`config.mk`:
```
export PLATFORM = sky130hd
export DESIGN_NAME = stepper_ramp_step_generator
export DESIGN_NICKNAME = d
export VERILOG_FILES = /design/src/hw/rtl/srsg_pkg.sv /design/src/hw/rtl/stepper_ramp_step_generator.sv
export VERILOG_INCLUDE_DIRS = /design/src /design/src/hw/rtl
export SDC_FILE = /design/constraint.sdc
export NUM_CORES = 1
export LEC_CHECK = 0
export BUFFER_PORTS_ARGS = -buffer_cell sky130_fd_sc_hd__buf_2
export CAP_MARGIN = 20
export CORE_MARGIN = 2
export CORE_UTILIZATION = 55
export DETAILED_ROUTE_END_ITERATION = 7
export PLACE_DENSITY = 0.82
export SLEW_MARGIN = 40
export SYNTH_ARGS = -nofsm -noshare
export SYNTH_HDL_FRONTEND = slang
export SYNTH_SLANG_ARGS = --single-unit
```
`constraint.sdc`:
```
create_clock -name clock -period 12.25 [get_ports clock]
set_clock_uncertainty 0.05 [all_clocks]
set_input_delay 1.8375 -clock clock [delete_from_list [all_inputs] [get_ports clock]]
set_output_delay 1.8375 -clock clock [all_outputs]
set_load 0.05 [all_outputs]
```
`src/hw/rtl/assert_macros.svh`:
```
// Assertion macros used by the step generator RTL.
`ifndef ASSERT_MACROS_SVH
`define ASSERT_MACROS_SVH

// The consequent must hold in the same cycle as the antecedent.
`define ASSERT_SAME_CYCLE(label, clk, rst, ante, cons) \
   label: assert property (@(posedge clk) disable iff (rst) (ante) |-> (cons)) \
      else $error("Same-cycle assertion failed.");

// The consequent must hold in the cycle after the antecedent.
`define ASSERT_NEXT_CYCLE(label, clk, rst, ante, cons) \
   label: assert property (@(posedge clk) disable iff (rst) (ante) |=> (cons)) \
      else $error("Next-cycle assertion failed.");

`endif

```
`src/hw/rtl/srsg_pkg.sv`:
```
// Package with the request and response types and the codes of the step generator.
`default_nettype none

package srsg_pkg;

   localparam int unsigned POSITION_BITS  = 24;
   localparam int unsigned DELAY_BITS     = 16;

   localparam int unsigned TARGET_BITS    = POSITION_BITS;
   localparam int unsigned CSR_DATA_BITS  = DELAY_BITS;
   localparam int unsigned CSR_INDEX_BITS = 1;

   localparam int unsigned CRUISE_DELAY_RESET = 100;
   localparam int unsigned START_DELAY_RESET  = 1000;

   typedef enum logic [1:0] {
      CMD_TICK    = 2'd0,
      CMD_MOVE    = 2'd1,
      CMD_SET_POS = 2'd2
   } command_type;

   typedef enum logic [CSR_INDEX_BITS-1:0] {
      CSR_CRUISE_DELAY = 1'b0,
      CSR_START_DELAY  = 1'b1
   } csr_index_type;

   typedef struct packed {
      logic [1:0]                    command;
      logic signed [TARGET_BITS-1:0] target_position;
   } req_type;

   typedef struct packed {
      logic step_pulse;
      logic direction;
      logic motor_enable;
      logic busy_res;
   } rsp_type;

endpackage

`default_nettype wire

```
`src/hw/rtl/stepper_ramp_step_generator.sv`:
```
// Top level of the stepper step generator with a linear-delay trapezoidal ramp.
//
// The block takes one request in every cycle unless a response waits untaken,
// and returns exactly one response per request, in the cycle after acceptance,
// through a single response register; a new request is taken while the previous
// response waits as long as the response side takes it in the same cycle. A tick
// request advances the move by one time unit, a move request loads a new profile
// and a set-position request loads the position. This rate is set by the single
// pass of logic from the request port and the motion state into that register.
// The user must write delay registers through the csr_ port only while the block
// is idle; the block does not enforce it. There is no clearing pass after reset.
`default_nettype none

module stepper_ramp_step_generator (
   input  wire logic                                  clock,
   input  wire logic                                  reset,
   input  wire logic                                  req_valid,
   output      logic                                  req_ready,
   input  wire srsg_pkg::req_type                     req_payload,
   output      logic                                  rsp_valid,
   input  wire logic                                  rsp_ready,
   output      srsg_pkg::rsp_type                     rsp_payload,
   input  wire logic                                  csr_we,
   input  wire logic [srsg_pkg::CSR_INDEX_BITS-1:0]   csr_index,
   input  wire logic [srsg_pkg::CSR_DATA_BITS-1:0]    csr_data
);

   import srsg_pkg::*;

   localparam int unsigned CMP_BITS = (POSITION_BITS > DELAY_BITS) ? POSITION_BITS : DELAY_BITS;

   logic [DELAY_BITS-1:0]    cruise_delay_ff;
   logic [DELAY_BITS-1:0]    start_delay_ff;

   logic [POSITION_BITS-1:0] position_ff, position_in;
   logic [POSITION_BITS-1:0] total_steps_ff, total_steps_in;
   logic [POSITION_BITS-1:0] steps_done_ff, steps_done_in;
   logic [POSITION_BITS-1:0] ramp_steps_ff, ramp_steps_in;
   logic [POSITION_BITS-1:0] decel_start_ff, decel_start_in;
   logic [DELAY_BITS-1:0]    current_delay_ff, current_delay_in;
   logic [DELAY_BITS-1:0]    elapsed_ticks_ff, elapsed_ticks_in;
   logic                     moving_ff, moving_in;
   logic                     dir_flag_ff, dir_flag_in;
   logic                     enable_flag_ff, enable_flag_in;

   logic                     rsp_valid_ff;
   rsp_type                  rsp_ff, rsp_in;

   logic                     req_fire;

   logic signed [POSITION_BITS-1:0] target;
   logic signed [POSITION_BITS:0]   delta;
   logic [POSITION_BITS:0]          delta_abs;
   logic [POSITION_BITS-1:0]        mag;
   logic [DELAY_BITS-1:0]           ramp_raw;
   logic [CMP_BITS-1:0]             ramp_wide;
   logic [CMP_BITS-1:0]             half_wide;
   logic [POSITION_BITS-1:0]        ramp_clamped;
   logic [DELAY_BITS-1:0]           elapsed_inc;
   logic [DELAY_BITS-1:0]           delay_dec;
   logic [DELAY_BITS-1:0]           delay_adj;
   logic [POSITION_BITS-1:0]        steps_next;
   logic                            fire;

   assign req_ready = !rsp_valid_ff || rsp_ready;
   assign req_fire  = req_valid && req_ready;
   assign rsp_valid   = rsp_valid_ff;
   assign rsp_payload = rsp_ff;

   // Move profile, tick arithmetic, position load and response fields.
   always_comb begin
      target    = POSITION_BITS'(req_payload.target_position);
      delta     = (POSITION_BITS + 1)'(target) - (POSITION_BITS + 1)'(signed'(position_ff));
      delta_abs = delta[POSITION_BITS] ? (POSITION_BITS + 1)'(-delta) : delta;
      mag       = delta_abs[POSITION_BITS-1:0];
      ramp_raw  = (start_delay_ff > cruise_delay_ff) ? (start_delay_ff - cruise_delay_ff) : '0;
      ramp_wide = CMP_BITS'(ramp_raw);
      half_wide = CMP_BITS'(mag >> 1);
      ramp_clamped = (ramp_wide > half_wide) ? POSITION_BITS'(half_wide)
                                             : POSITION_BITS'(ramp_wide);

      elapsed_inc = (elapsed_ticks_ff != '1) ? (elapsed_ticks_ff + 1'b1) : elapsed_ticks_ff;
      fire        = moving_ff && (elapsed_inc >= current_delay_ff);
      delay_dec   = ((steps_done_ff < ramp_steps_ff) && (current_delay_ff > DELAY_BITS'(1)))
                    ? (current_delay_ff - 1'b1) : current_delay_ff;
      delay_adj   = ((steps_done_ff >= decel_start_ff) && (delay_dec != '1))
                    ? (delay_dec + 1'b1) : delay_dec;
      steps_next  = steps_done_ff + 1'b1;

      position_in      = position_ff;
      total_steps_in   = total_steps_ff;
      steps_done_in    = steps_done_ff;
      ramp_steps_in    = ramp_steps_ff;
      decel_start_in   = decel_start_ff;
      current_delay_in = current_delay_ff;
      elapsed_ticks_in = elapsed_ticks_ff;
      moving_in        = moving_ff;
      dir_flag_in      = dir_flag_ff;
      enable_flag_in   = enable_flag_ff;

      case (req_payload.command)
         CMD_TICK: begin
            if (moving_ff) begin
               if (fire) begin
                  elapsed_ticks_in = '0;
                  current_delay_in = delay_adj;
                  steps_done_in    = steps_next;
                  if (steps_next >= total_steps_ff) begin
                     moving_in      = 1'b0;
                     enable_flag_in = 1'b0;
                  end
               end else begin
                  elapsed_ticks_in = elapsed_inc;
               end
            end
         end
         CMD_MOVE: begin
            total_steps_in   = mag;
            dir_flag_in      = !delta[POSITION_BITS] && (delta != '0);
            ramp_steps_in    = ramp_clamped;
            decel_start_in   = mag - ramp_clamped;
            steps_done_in    = '0;
            elapsed_ticks_in = '0;
            current_delay_in = start_delay_ff;
            moving_in        = (mag != '0);
            if (mag != '0) begin
               enable_flag_in = 1'b1;
            end
            position_in      = target;
         end
         CMD_SET_POS: begin
            position_in = target;
         end
         default: begin
         end
      endcase

      rsp_in.step_pulse   = (req_payload.command == CMD_TICK) && fire;
      rsp_in.direction    = dir_flag_in;
      rsp_in.motor_enable = enable_flag_in;
      rsp_in.busy_res     = moving_in;
   end

   always_ff @(posedge clock) begin
      if (reset) begin
         cruise_delay_ff <= DELAY_BITS'(CRUISE_DELAY_RESET);
         start_delay_ff  <= DELAY_BITS'(START_DELAY_RESET);
      end else if (csr_we) begin
         unique case (csr_index)
            CSR_CRUISE_DELAY: cruise_delay_ff <= DELAY_BITS'(csr_data);
            CSR_START_DELAY:  start_delay_ff  <= DELAY_BITS'(csr_data);
            default: begin
            end
         endcase
      end
   end

   always_ff @(posedge clock) begin
      if (reset) begin
         position_ff      <= '0;
         total_steps_ff   <= '0;
         steps_done_ff    <= '0;
         ramp_steps_ff    <= '0;
         decel_start_ff   <= '0;
         current_delay_ff <= '0;
         elapsed_ticks_ff <= '0;
         moving_ff        <= 1'b0;
         dir_flag_ff      <= 1'b0;
         enable_flag_ff   <= 1'b0;
      end else if (req_fire) begin
         position_ff      <= position_in;
         total_steps_ff   <= total_steps_in;
         steps_done_ff    <= steps_done_in;
         ramp_steps_ff    <= ramp_steps_in;
         decel_start_ff   <= decel_start_in;
         current_delay_ff <= current_delay_in;
         elapsed_ticks_ff <= elapsed_ticks_in;
         moving_ff        <= moving_in;
         dir_flag_ff      <= dir_flag_in;
         enable_flag_ff   <= enable_flag_in;
      end
   end

   always_ff @(posedge clock) begin
      if (reset) begin
         rsp_valid_ff <= 1'b0;
      end else if (req_fire) begin
         rsp_valid_ff <= 1'b1;
      end else if (rsp_ready) begin
         rsp_valid_ff <= 1'b0;
      end
   end

   always_ff @(posedge clock) begin
      if (req_fire) begin
         rsp_ff <= rsp_in;
      end
   end

`include "assert_macros.svh"

   `ASSERT_SAME_CYCLE(a_moving_enabled, clock, reset, moving_ff, enable_flag_ff)
   `ASSERT_SAME_CYCLE(a_steps_below_total, clock, reset, moving_ff, steps_done_ff < total_steps_ff)
   `ASSERT_SAME_CYCLE(a_ramp_before_decel, clock, reset, 1'b1, ramp_steps_ff <= decel_start_ff)
   `ASSERT_NEXT_CYCLE(a_pulse_when_moving, clock, reset, req_fire && fire, rsp_valid_ff)

endmodule

`default_nettype wire

```
# Yosys cells after proc, flatten, opt, wreduce, memory -nomap -nowiden
# Index checks and enable logic that the tools add are counted.
# word_totals
inputBits	48
word_cells	87
out_inout_bits	6
register_bits	192
# op_classes
reduce_logical	21
bitwise_logic	1
mux	27
order_cmp	7
eq_ne	6
addsub	8
# op_table
op	count
16-bit two-way mux	8
24-bit two-way mux	3
16-bit one-hot mux with 2 select lines	2
24-bit greater-or-equal comparator	2
24-bit one-hot mux with 2 select lines	1
16-bit by 1-bit adder with 16-bit output, second input constant	2
16-bit inequality test, second input constant	2
25-bit nonzero test	1
24-bit by 24-bit subtractor with 25-bit output	1
24-bit by 1-bit adder with 24-bit output, second input constant	1
24-bit < comparator	1
24-bit negator	1
24-bit nonzero test	1
24-bit by 23-bit subtractor with 24-bit output	1
16-bit by 23-bit greater-than comparator with 1-bit output	1
23-bit two-way mux	1
16-bit greater-or-equal comparator	1
16-bit by 1-bit greater-than comparator with 1-bit output, second input constant	1
16-bit greater-than comparator	1
16-bit by 1-bit subtractor with 16-bit output, second input constant	1
16-bit subtractor	1
1-bit two-way mux	10
2-bit AND reduction	4
1-bit logical AND	6
12 further kinds	16

# Logic depth before layout (Yosys ltp)
# depth
ltp_word	9
ltp_mapped	41
mapped_depth_nobuf	40

# Worst setup path after synthesis
# No wires, ideal clock.
# synth_path
path_kind	input -> register
from	input req_payload[0] (netlist name)
to	register decel_start_ff[22]
slack_ns	3.434
path_buffers	1
setup_ns	0.117
required_time_ns	12.083
cell_stages	38
arrival_ns	8.650
path_cell_list	inv_1 -> ha_1 -> fa_1 -> and2b_1 -> o21ai_0 -> a21oi_1 -> nor2_1 -> or3_1 -> nor3_1 -> o21ai_0 -> nand2_1 -> inv_1 -> ha_1 -> a21o_1 -> a21oi_1 -> nor2b_1 -> o21ai_0 -> nand2b_1 -> [... 2 more ...] -> o21ai_0 -> a311o_1 -> clkbuf_1 -> nor3_1 -> a21oi_1 -> ha_1 -> nor2b_1 -> o21ai_0 -> a21oi_1 -> o21ai_0 -> nand2b_1 -> a21oi_1 -> o21ai_0 -> o31ai_1 -> o211ai_1 -> a41oi_1 -> xnor2_1 -> a22o_1
# synth_via
elab_chain_cells	6
# synth_rtl
element	line_no	rtl
start: declaration	stepper_ramp_step_generator.sv:19	input wire srsg_pkg::req_type req_payload,
24-bit by 24-bit subtractor with 25-bit output (*)	stepper_ramp_step_generator.sv:73	delta = (POSITION_BITS + 1)'(target) - (POSITION_BITS + 1)'(signed'(position_ff));
24-bit negator	stepper_ramp_step_generator.sv:74	delta_abs = delta[POSITION_BITS] ? (POSITION_BITS + 1)'(-delta) : delta;
24-bit two-way mux (*)	stepper_ramp_step_generator.sv:74	
named net delta_abs[9]	stepper_ramp_step_generator.sv:53	logic [POSITION_BITS:0] delta_abs;
16-bit by 23-bit greater-than comparator with 1-bit output	stepper_ramp_step_generator.sv:79	ramp_clamped = (ramp_wide > half_wide) ? POSITION_BITS'(half_wide)
23-bit two-way mux	stepper_ramp_step_generator.sv:79	
24-bit by 23-bit subtractor with 24-bit output (*)	stepper_ramp_step_generator.sv:121	decel_start_in = mag - ramp_clamped;
end signal: assignment	stepper_ramp_step_generator.sv:175	decel_start_ff <= decel_start_in;
end: declaration	stepper_ramp_step_generator.sv:39	logic [POSITION_BITS-1:0] decel_start_ff, decel_start_in;
# Mark *: on every way through the listed nets, which the timed path passes. The rest lies on a longest branch.
# A chain may end at the register's enable or synchronous reset.

# Worst setup path after layout
# Ends and elaborated chain as after synthesis.

==> metrics.cfg <==
[routing]
wl_met2_mm = 20.5
drt-total-wl_mm = 43.6
highest_layer = met4
drt_iter0_markers = 1232
antenna_left = 0
wl_per_cell_um = 17.4
drc = 0
wl_met3_mm = 2.77
met1_length_mm = 18.9
vias_per_cell = 6.07
vias = 15200
dr.pass1.iters = 6

[finish]
fin_nets = 2332
antennaDiodeCount = 0
area_delta_synth_final_pct = 6.94
drive_gt1_frac = 0.0665

[logic_synthesis]
synth_commonest_cells = nand2_1 (243), dfxtp_1 (187), a21oi_1 (186), inv_1 (186), ha_1 (173)
avgSynthCellArea_um2 = 7.49
synth_top_cell_by_area = dfxtp_1
synth_seq_cells = 191
synth_flop_cell = dfxtp_1
synthesis.area_um2 = 15800
yosysSeqAreaShare = 0.244
syn_inst = 2112
ys_top_cells_by_area = dfxtp_1 (24%), ha_1 (14%), a21oi_1 (5.9%)
ys_warn_count = 0
synthArstFlopShare = 0
synth.top_cell.area_share = 0.237
synth.most_common_cell = nand2_1
synth-edff-count = 4
ys_types = 94

[hold_path]
min_path_type = reg -> reg
whs_path_depth = 2

[die]
rows = 62
die_h_um = 174
fp.dieArea_um2 = 30100
die_w_um = 174
pin_count = 54
initial_core_util = 0.554
core_um2 = 28500

[status]
status = finished clean

[setup_path]
path_depth = 38
cp.required_ns = 12.56
cp_max_fo = 18
cp-end-kind = flop
path_buf_inv = 3
cp.arrival_ns = 10.19
crit_top_cell = o21ai_0
r2r_cells = 36
crit_type = in -> reg
cp-start-kind = input pin
slowest_delay_ns = 0.73
cp_slowest_cell = a311oi_2
path_delay_family = compound AO/OA/AOI/OAI gates

[place]
place_ws_ns = 2.12
gp_congestion = 0.941
io_buffers = 53
hpwl_mm = 32.8

[clock_network]
clk_pin_slew_ns = 0.08
cts_root_buf = clkbuf_16
cts.repair.resized = 0
cts_hold_repair.buffers = 0
cts.sink_count = 191
clk_latency_ns = 0.47
numCtsBuffers = 17
post_cts_buffers = 0
tritoncts = built
cts.htree.levels = 4
clock_path_buffers = 2

[timing]
final-hold-violation-count = 0
fin_setup_tns_ns = 0
drv_slew = 0
slew_headroom = 0.441
maxClockFrequency_mhz = 101
fin_ws_ns = 2.37
final-setup-viol-count = 0
rsz0062_at_grt = false
min_period_over_period = 0.807
layout_min_cycle_time_ns = 9.88
tightest_slew_ns = 0.839
whs_ns = 0.404

[global_routing]
grt_pass1_wl_mm = 71.0
antenna_found_initial = 0
grt_pass1_vias = 14300
grt_overflow = 0
grt_max_degree = 75
track_usage = 0.285

[power]
leakage_nw = 6.99
ir_drop_mv = 0.108
power_density_nw_per_um2 = 143

[run]
cap_violations = 0

state kept, by name, indices dropped and copies added, names as in the netlist:
register / count
current_delay_ff: 16
start_delay_ff: 16
enable_flag_ff: 1
elapsed_ticks_ff: 16
total_steps_ff: 24
ramp_steps_ff: 23
cruise_delay_ff: 16
rsp_payload: 4
steps_done_ff: 24
decel_start_ff: 24
rsp_valid: 1
position_ff: 24
dir_flag_ff: 1
moving_ff: 1
worst min-delay path, stage by stage, from the launching register on:
cell     delay, ns
dfxtp_1       0.31
nand2_1       0.05
a21oi_1       0.05
worst paths after layout:
| check | start | end | slack, ns |
|---|---|---|---|
| setup / recovery | req_payload[0] | decel_start_ff[22] | 2.37 |
| hold reg to reg | position_ff[11] | position_ff[11] | 0.40 |
| setup reg to reg | position_ff[0] | decel_start_ff[22] | 3.55 |
| hold / removal | position_ff[11] | position_ff[11] | 0.40 |
area by class of cell:
type	instances	area [um^2]
Inverter	186	698
Clock inverter	13	148
Multi-Input combinational cell	1645	10900
Timing Repair Buffer	67	373
Sequential cell	191	3860
Fill cell	2648	11600
Tap cell	384	480
Clock buffer	19	454
cell families (layout without fill, tap and decap cells):
logic type / Yosys count / in the layout / share of synthesized area
xor gates and xnor gates: 118 / 118 / 0.0653
muxes: 17 / 17 / 0.0111
and+or+nand+nor: 768 / 768 / 0.237
AOI/OAI and AO/OA: 559 / 559 / 0.232
DFF: 191 / 191 / 0.244
adders and majority gates: 176 / 176 / 0.141
other: 1 / 7 / 0.000237
buffers and inverters: 282 / 285 / 0.0691
layer usage:
| layer | global-route usage | vias to the layer above |
|---|---|---|
| li1 | - | 7469 |
| met1 | 0.372 | 7138 |
| met2 | 0.481 | 520 |
| met3 | 0.0393 | 80 |
| met4 | 0.105 | 0 |
| met5 | 0 | - |
per-stage QoR:
stage	power [mW]	cells	instance area [um^2]	util
2_1_floorplan	1.56	2118	15800	-
3_3_place_gp	1.80	2473	16300	0.572
3_5_place_dp	1.82	2473	16300	0.572
4_1_cts	2.40	2505	16900	0.593
5_1_grt	2.56	2505	16900	0.593
6_report	2.42	2505	16900	0.593
power by group:
part	leakage [nW]	switching, mW	internal, mW
clock	0.289	0.298	0.285
combinational	5.14	0.705	0.445
sequential	1.56	0.0280	0.656
total	6.99	1.03	1.39
placed cells by master (no fill, tap or decap), types with 15 or more instances in the layout:
master / synthesis / final
a31oi_1: 41 / 41
buf_4: 1 / 15
a21o_1: 53 / 53
nand2b_1: 17 / 17
nor4_1: 18 / 18
a21oi_1: 186 / 186
nor3_1: 83 / 83
xor2_1: 37 / 37
dfxtp_1: 187 / 187
nand2_1: 243 / 241
clkbuf_16: 0 / 18
a211oi_1: 23 / 23
and3_1: 28 / 27
nor2b_1: 18 / 18
xnor2_1: 81 / 81
nand3_1: 64 / 64
nor2_1: 163 / 162
nand3b_1: 18 / 18
and2_1: 35 / 35
buf_2: 7 / 52
nand4_1: 26 / 26
o21ai_0: 96 / 95
inv_1: 186 / 186
ha_1: 173 / 172
(Power assumes the default switching activity.)
